<file path="config.mk">
export PLATFORM = sky130hd
export DESIGN_NAME = priority_voice_allocator_unit
export DESIGN_NICKNAME = d
export VERILOG_FILES = /design/src/rtl/pva_pkg.sv /design/src/rtl/pva_cell.sv /design/src/rtl/priority_voice_allocator_unit.sv
export SDC_FILE = /design/constraint.sdc
export NUM_CORES = 2
export LEC_CHECK = 0
export BUFFER_PORTS_ARGS = -buffer_cell sky130_fd_sc_hd__buf_2
export CAP_MARGIN = 20
export CELL_PAD_IN_SITES_DETAIL_PLACEMENT = 1
export CELL_PAD_IN_SITES_GLOBAL_PLACEMENT = 1
export CORE_UTILIZATION = 40
export DETAILED_ROUTE_END_ITERATION = 8
export MAX_ROUTING_LAYER = met4
export PLACE_DENSITY = 0.69
export SYNTH_ARGS = -nofsm -noshare
export SYNTH_HDL_FRONTEND = slang
export SYNTH_HIERARCHICAL = 1
export SYNTH_SLANG_ARGS = --single-unit
</file>
<file path="constraint.sdc">
create_clock -name clk -period 29.3 [get_ports clk]
set_clock_uncertainty 0.2 [all_clocks]
set_input_delay 7.325 -clock clk [delete_from_list [all_inputs] [get_ports clk]]
set_output_delay 7.325 -clock clk [all_outputs]
set_load 0.005 [all_outputs]
</file>
<file path="src/rtl/pva_pkg.sv">
package pva_pkg;

  localparam int VOICES_DEF = 16;

  localparam logic [8:0] UNITY_GAIN = 9'd256;
  localparam logic [16:0] LEVEL_MAX = 17'd128;
  localparam logic [25:0] ROUND_HALF = 26'd256;

  localparam logic [1:0] OP_PLAY  = 2'd0;
  localparam logic [1:0] OP_COUNT = 2'd1;
  localparam logic [1:0] OP_STOP  = 2'd2;
  localparam logic [1:0] OP_CLEAR = 2'd3;

  localparam logic [1:0] ST_DONE  = 2'd0;
  localparam logic [1:0] ST_LOW   = 2'd1;
  localparam logic [1:0] ST_EMPTY = 2'd2;

  typedef struct packed {
    logic [7:0]  width;
    logic [7:0]  level;
    logic [15:0] key;
    logic [31:0] end_ms;
  } entry_t;

  typedef enum logic [2:0] {
    M_HOLD,
    M_COMPACT,
    M_INSERT,
    M_ROTATE,
    M_STOP
  } mode_t;

  typedef struct packed {
    mode_t       mode;
    logic [31:0] now;
    logic [15:0] key;
    entry_t      newv;
  } cmd_t;

endpackage

</file>
<file path="src/rtl/pva_cell.sv">
module pva_cell (
  input  logic           clk,
  input  pva_pkg::cmd_t  cmd,
  input  logic           occ,
  input  pva_pkg::entry_t left,
  input  pva_pkg::entry_t right,
  input  logic           chain_in,
  output pva_pkg::entry_t ent,
  output logic           live,
  output logic           chain_out,
  output logic           mark
);

  pva_pkg::entry_t ent_next;
  logic below;
  logic dead;
  logic keyhit;

  always_comb begin
    live   = cmd.now < ent.end_ms;
    below  = occ && (cmd.newv.width < ent.width || cmd.newv.level < ent.level);
    dead   = occ && !live;
    keyhit = ent.key == cmd.key;
    ent_next  = ent;
    chain_out = chain_in;
    mark      = 1'b0;
    case (cmd.mode)
      pva_pkg::M_COMPACT: begin
        // first retired voice and everything after it moves one place down
        chain_out = chain_in | dead;
        mark      = dead;
        if (chain_in | dead) begin
          ent_next = right;
        end
      end
      pva_pkg::M_INSERT: begin
        chain_out = chain_in | !below;
        mark      = !below && !chain_in;
        if (chain_in) begin
          ent_next = left;
        end else if (!below) begin
          ent_next = cmd.newv;
        end
      end
      pva_pkg::M_ROTATE: begin
        ent_next = right;
      end
      pva_pkg::M_STOP: begin
        if (keyhit) begin
          ent_next.key    = '1;
          ent_next.end_ms = '0;
        end
      end
      default: begin
        ent_next = ent;
      end
    endcase
  end

  always_ff @(posedge clk) begin
    ent <= ent_next;
  end

endmodule

</file>
<file path="src/rtl/priority_voice_allocator_unit.sv">
// Voice allocator: a row of VOICES cells holds the voice table in rank order.
// An item is taken when start is high and busy is low; its single result is
// shown for exactly one cycle with done high, and the receiver cannot stall
// it, so it must be sampled in that cycle. Stop-by-key, clear, empty plays
// and counts with a negative key answer in the cycle after they are taken. A
// play first compacts: the row closes one gap per cycle until it sees that
// no gap is left; then it inserts. A count rotates the table once through
// the row, and each entry is checked at its head. master_gain may be
// written on the cfg port at any cycle the block is idle; cfg_ready is
// always high.
module priority_voice_allocator_unit #(
  parameter int VOICES = pva_pkg::VOICES_DEF
) (
  input  logic               clk,
  input  logic               rst,
  input  logic               start,
  output logic               busy,
  input  logic [1:0]         op,
  input  logic [31:0]        now_ms,
  input  logic signed [15:0] voice_key,
  input  logic [7:0]         rank_width,
  input  logic [15:0]        gain,
  input  logic [15:0]        span_ms,
  input  logic               cfg_valid,
  output logic               cfg_ready,
  input  logic [8:0]         cfg_data,
  output logic               done,
  output logic [1:0]         status,
  output logic [3:0]         slot,
  output logic               evicted,
  output logic [4:0]         live_count
);

  localparam int CW = $clog2(VOICES + 1);
  localparam int IW = $clog2(VOICES);

  typedef enum logic [1:0] {
    S_IDLE,
    S_COMPACT,
    S_INSERT,
    S_COUNT
  } state_t;

  state_t          state;
  logic [CW-1:0]   count;
  logic [8:0]      master;
  logic [31:0]     now_r;
  logic [15:0]     key_r;
  logic [7:0]      width_r;
  logic [31:0]     end_r;
  logic [24:0]     prod_r;
  logic [7:0]      lvl_r;
  logic [IW-1:0]   j;
  logic [CW-1:0]   tally;

  pva_pkg::cmd_t   cmd;
  pva_pkg::entry_t ents [VOICES];
  logic [VOICES:0]   chain;
  logic [VOICES-1:0] live;
  logic [VOICES-1:0] mark;
  logic [VOICES-1:0] occ;

  logic            accept;
  logic [8:0]      m;
  logic [24:0]     prod_w;
  logic [32:0]     end_sum;
  logic [31:0]     end_sat;
  logic [7:0]      width_cl;
  logic [25:0]     lvl_sum;
  logic [16:0]     lvl_q;
  logic [7:0]      lvl_calc;
  logic [IW-1:0]   idx;
  logic [31:0]     idx_ext;
  logic            full;
  logic            hit;
  logic [CW-1:0]   tally_next;
  logic [31:0]     tally_ext;

  assign busy      = state != S_IDLE;
  assign cfg_ready = 1'b1;
  assign accept    = start && !busy;

  assign m        = (master > pva_pkg::UNITY_GAIN) ? pva_pkg::UNITY_GAIN : master;
  assign prod_w   = {9'b0, gain} * {16'b0, m};
  assign end_sum  = {1'b0, now_ms} + {17'b0, span_ms};
  assign end_sat  = end_sum[32] ? '1 : end_sum[31:0];
  assign width_cl = (rank_width == 8'd0) ? 8'd1 : rank_width;
  assign lvl_sum  = {1'b0, prod_r} + pva_pkg::ROUND_HALF;
  assign lvl_q    = lvl_sum[25:9];
  assign lvl_calc = (lvl_q > pva_pkg::LEVEL_MAX) ? pva_pkg::LEVEL_MAX[7:0] : lvl_q[7:0];

  always_comb begin
    cmd.now  = now_r;
    cmd.key  = (state == S_IDLE) ? voice_key : key_r;
    cmd.newv = '{width: width_r, level: lvl_r, key: key_r, end_ms: end_r};
    case (state)
      S_COMPACT: cmd.mode = pva_pkg::M_COMPACT;
      S_INSERT:  cmd.mode = pva_pkg::M_INSERT;
      S_COUNT:   cmd.mode = pva_pkg::M_ROTATE;
      default: begin
        if (accept && op == pva_pkg::OP_STOP && !voice_key[15]) begin
          cmd.mode = pva_pkg::M_STOP;
        end else begin
          cmd.mode = pva_pkg::M_HOLD;
        end
      end
    endcase
  end

  assign chain[0] = 1'b0;

  genvar g;
  generate
    for (g = 0; g < VOICES; g++) begin : g_cell
      pva_pkg::entry_t left_e;
      pva_pkg::entry_t right_e;
      assign occ[g] = CW'(g) < count;
      if (g == 0) begin : g_head
        assign left_e = cmd.newv;
      end else begin : g_mid
        assign left_e = ents[g-1];
      end
      if (g == VOICES - 1) begin : g_tail
        assign right_e = ents[0];
      end else begin : g_body
        assign right_e = ents[g+1];
      end
      pva_cell u_cell (
        .clk       (clk),
        .cmd       (cmd),
        .occ       (occ[g]),
        .left      (left_e),
        .right     (right_e),
        .chain_in  (chain[g]),
        .ent       (ents[g]),
        .live      (live[g]),
        .chain_out (chain[g+1]),
        .mark      (mark[g])
      );
    end
  endgenerate

  always_comb begin
    idx = '0;
    for (int i = 0; i < VOICES; i++) begin
      if (mark[i]) begin
        idx = idx | IW'(i);
      end
    end
  end

  assign idx_ext    = 32'(idx);
  assign full       = count == CW'(VOICES);
  assign hit        = (ents[0].key == key_r) && live[0] && (CW'(j) < count);
  assign tally_next = tally + CW'(hit);
  assign tally_ext  = 32'(tally_next);

  always_ff @(posedge clk) begin
    if (rst) begin
      state      <= S_IDLE;
      count      <= '0;
      master     <= pva_pkg::UNITY_GAIN;
      done       <= 1'b0;
      status     <= pva_pkg::ST_DONE;
      slot       <= '0;
      evicted    <= 1'b0;
      live_count <= '0;
    end else begin
      done <= 1'b0;
      if (cfg_valid && cfg_ready) begin
        master <= cfg_data;
      end
      case (state)
        S_IDLE: begin
          if (accept) begin
            status     <= pva_pkg::ST_DONE;
            slot       <= '0;
            evicted    <= 1'b0;
            live_count <= '0;
            now_r      <= now_ms;
            key_r      <= voice_key;
            width_r    <= width_cl;
            end_r      <= end_sat;
            prod_r     <= prod_w;
            case (op)
              pva_pkg::OP_PLAY: begin
                if (span_ms == 16'd0) begin
                  done   <= 1'b1;
                  status <= pva_pkg::ST_EMPTY;
                end else begin
                  state <= S_COMPACT;
                end
              end
              pva_pkg::OP_COUNT: begin
                if (voice_key[15]) begin
                  done <= 1'b1;
                end else begin
                  j     <= '0;
                  tally <= '0;
                  state <= S_COUNT;
                end
              end
              pva_pkg::OP_STOP: begin
                done <= 1'b1;
              end
              default: begin
                count <= '0;
                done  <= 1'b1;
              end
            endcase
          end
        end
        S_COMPACT: begin
          lvl_r <= lvl_calc;
          if (chain[VOICES]) begin
            count <= count - CW'(1);
          end else begin
            state <= S_INSERT;
          end
        end
        S_INSERT: begin
          done  <= 1'b1;
          state <= S_IDLE;
          if (full && !chain[VOICES]) begin
            status <= pva_pkg::ST_LOW;
          end else begin
            slot    <= idx_ext[3:0];
            evicted <= full;
            if (!full) begin
              count <= count + CW'(1);
            end
          end
        end
        S_COUNT: begin
          tally <= tally_next;
          if (j == IW'(VOICES - 1)) begin
            done       <= 1'b1;
            live_count <= tally_ext[4:0];
            state      <= S_IDLE;
          end else begin
            j <= j + IW'(1);
          end
        end
        default: begin
          state <= S_IDLE;
        end
      endcase
    end
  end

  a_count_bound: assert property (@(posedge clk) disable iff (rst)
    count <= CW'(VOICES))
    else $error("voice count above table size");

  a_empty_play: assert property (@(posedge clk) disable iff (rst)
    accept && op == pva_pkg::OP_PLAY && span_ms == 16'd0
    |=> done && status == pva_pkg::ST_EMPTY)
    else $error("empty sound not rejected at once");

  a_reject_full: assert property (@(posedge clk) disable iff (rst)
    done && status == pva_pkg::ST_LOW |-> full)
    else $error("low priority reject with room in table");

  a_evict_ok: assert property (@(posedge clk) disable iff (rst)
    done && evicted |-> status == pva_pkg::ST_DONE && full)
    else $error("eviction without a successful insert");

endmodule
</file>
==> out/summary.txt <==
Setup CP Type: in -> reg
YS warnings: 6
Die Y: 467 µm
Setup crit end kind: flip-flop
Slew Limit Fails: 0
Worst setup SP type: primary input
Final period util: 60.0%
clock buffer depth: 3
later-pin clock latency in the skew report: 840 ps
largest net degree at the start of global routing: 74
CTS tree: done
Total GRT Usage: 31.6%
Clock H-tree levels: 4
TritonCTS Buffers: 145
cell area after synthesis: 86300 µm²
setup TNS: 0 ps
num ports: 118
CTS clock-pin slew for the worst setup and hold paths: 50 ps
vias after detailed routing: 72300
Final Hold Viols: 0
total wire length: 341000 µm
Syn Nets: 9790
Critical path buffers and inverters: 9
RSZ-0062 raised after global routing: no
first-pass GRT wire length: 498000 µm
port buffer count: 116
Crit Path Max Fanout: 36
Site Rows: 170
CTS Sinks: 1175
Top delay family on crit path: compound AO/OA/AOI/OAI gates
Pleak: 0.0430 µW
dpl hpwl: 249000 µm
# nets final: 9876
area delta synth->final: 11.3%
CP arrival: 18060 ps
final setup fails: 0
Via-to-Cell Ratio: 6.10
WL/cell: 28.8 µm
die area: 218000 µm²
VDD IR max: 0.0000764 V
pwr/cell area: 81.3 nW/µm²
hold_buf cts: 0
share of cells above drive strength 1: 8.30%
Root Driver: clkbuf_16
CP max stage delay: 890 ps
drt first-iter violations: 6800
Fillers: 24000
CTS resizes: 0
number of global-route vias before repair: 75100
Post-Synthesis Cells: 8795
Worst Tran Pin Value: 1300 ps
syn avg cell area: 9.81 µm²
post-route minimum period: 17570 ps
max-cap violations: 0
CP max-delay cell: nor4b_4
Congestion Overflow GR: 0
relative slew slack: 12.5%
CP dominant cell by count: a21oi_1
Die Wd: 467 µm
DRT Pass-1 Iters: 8
Tot Pwr: 7810 µW
fmax: 56.9 MHz
Initial Util: 40.2%
# DRC: 0
initial antenna violation count: 21
Core Area: 215000 µm²
status: finished, final reports clean
Final ANT Viol Nets: 0
worst min-delay path class: reg -> reg
Required @ worst endpoint: 29790 ps
routability cong.: 0.965
setup bufs post-CTS: 0
power by group:
group	total, µW	switching [µW]	leakage (µW)	internal, µW
clock network	1830	783	0.00229	1050
registers	2700	352	0.0107	2350
logic	3270	2120	0.0301	1150
total	7810	3260	0.0430	4550
final cells by class:
| cell class | instances | area (µm²) | area share (%) |
|---|---|---|---|
| well taps | 2838 | 3550 | 3.70 |
| inverters | 890 | 3340 | 3.48 |
| flip-flops and latches | 1175 | 35000 | 36.4 |
| clock buffers | 191 | 3930 | 4.09 |
| repair buffers | 322 | 2220 | 2.31 |
| diodes | 13 | 32.5 | 0.0339 |
| clock inverters | 75 | 726 | 0.755 |
| multi-input cells | 6347 | 47300 | 49.2 |
cell usage in the layout, fill, tap and decap left out, types with 50 or more instances in the layout:
master and count:
nand2_1 1160, edfxtp_1 1146, mux2i_1 1043, inv_1 889
o21ai_0 847, ha_1 793, a21oi_1 521, nor2_1 355
xnor2_1 258, buf_4 188, clkbuf_16 149, nand4_1 121
buf_2 116, fa_1 99, nor3_1 88, and2_1 83
o211ai_1 71, o21a_1 65, nand3_1 63, xor2_1 57
a21o_1 50
worst paths after layout:
check / slack (ps) / cells past startpoint / endpoint / start
max reg2reg: 16870 / 50 / count[4] / state[0]
max: 11730 / 47 / count[2] / start
min reg2reg: 290 / 2 / master[5] / master[5]
min: 290 / 2 / master[5] / master[5]
flip-flops by register name, indices dropped and copies added, names as in the netlist, 4 cells and up:
signal and cells:
slot 4, count 5, key_r 16, now_r 32, j 4, lvl_r 8
width_r 8, prod_r 17, tally 5, g_cell.u_cell/ent 1024, end_r 32, live_count 5
master 9
metrics by stage:
stage	instances	util, %	setup WS [ps]	hold WS [ps]	cell area (µm²)
detailed placement	11600	42.5	11080	275	91200
global placement	11600	42.5	11370	268	91200
floorplan	8795	-	3350	252	86300
CTS	11800	44.7	11860	290	95900
global route	11900	44.8	11030	316	96100
finish	11900	44.8	11730	285	96100
worst min-delay path, cell delays in order (launching register included):
cell and delay (ps):
dfxtp_1 320, mux2i_1 60, nor2_1 70
metal layers:
metal	vias to the layer above	track usage, %	part of all wire [%]
li1	31700	-	-
met2	3001	48.5	45
met1	37000	41.0	43
met3	642	6.16	8.3
met4	0	12.1	4.0
met5	-	-	0
Power figures use the tool's default switching activity.
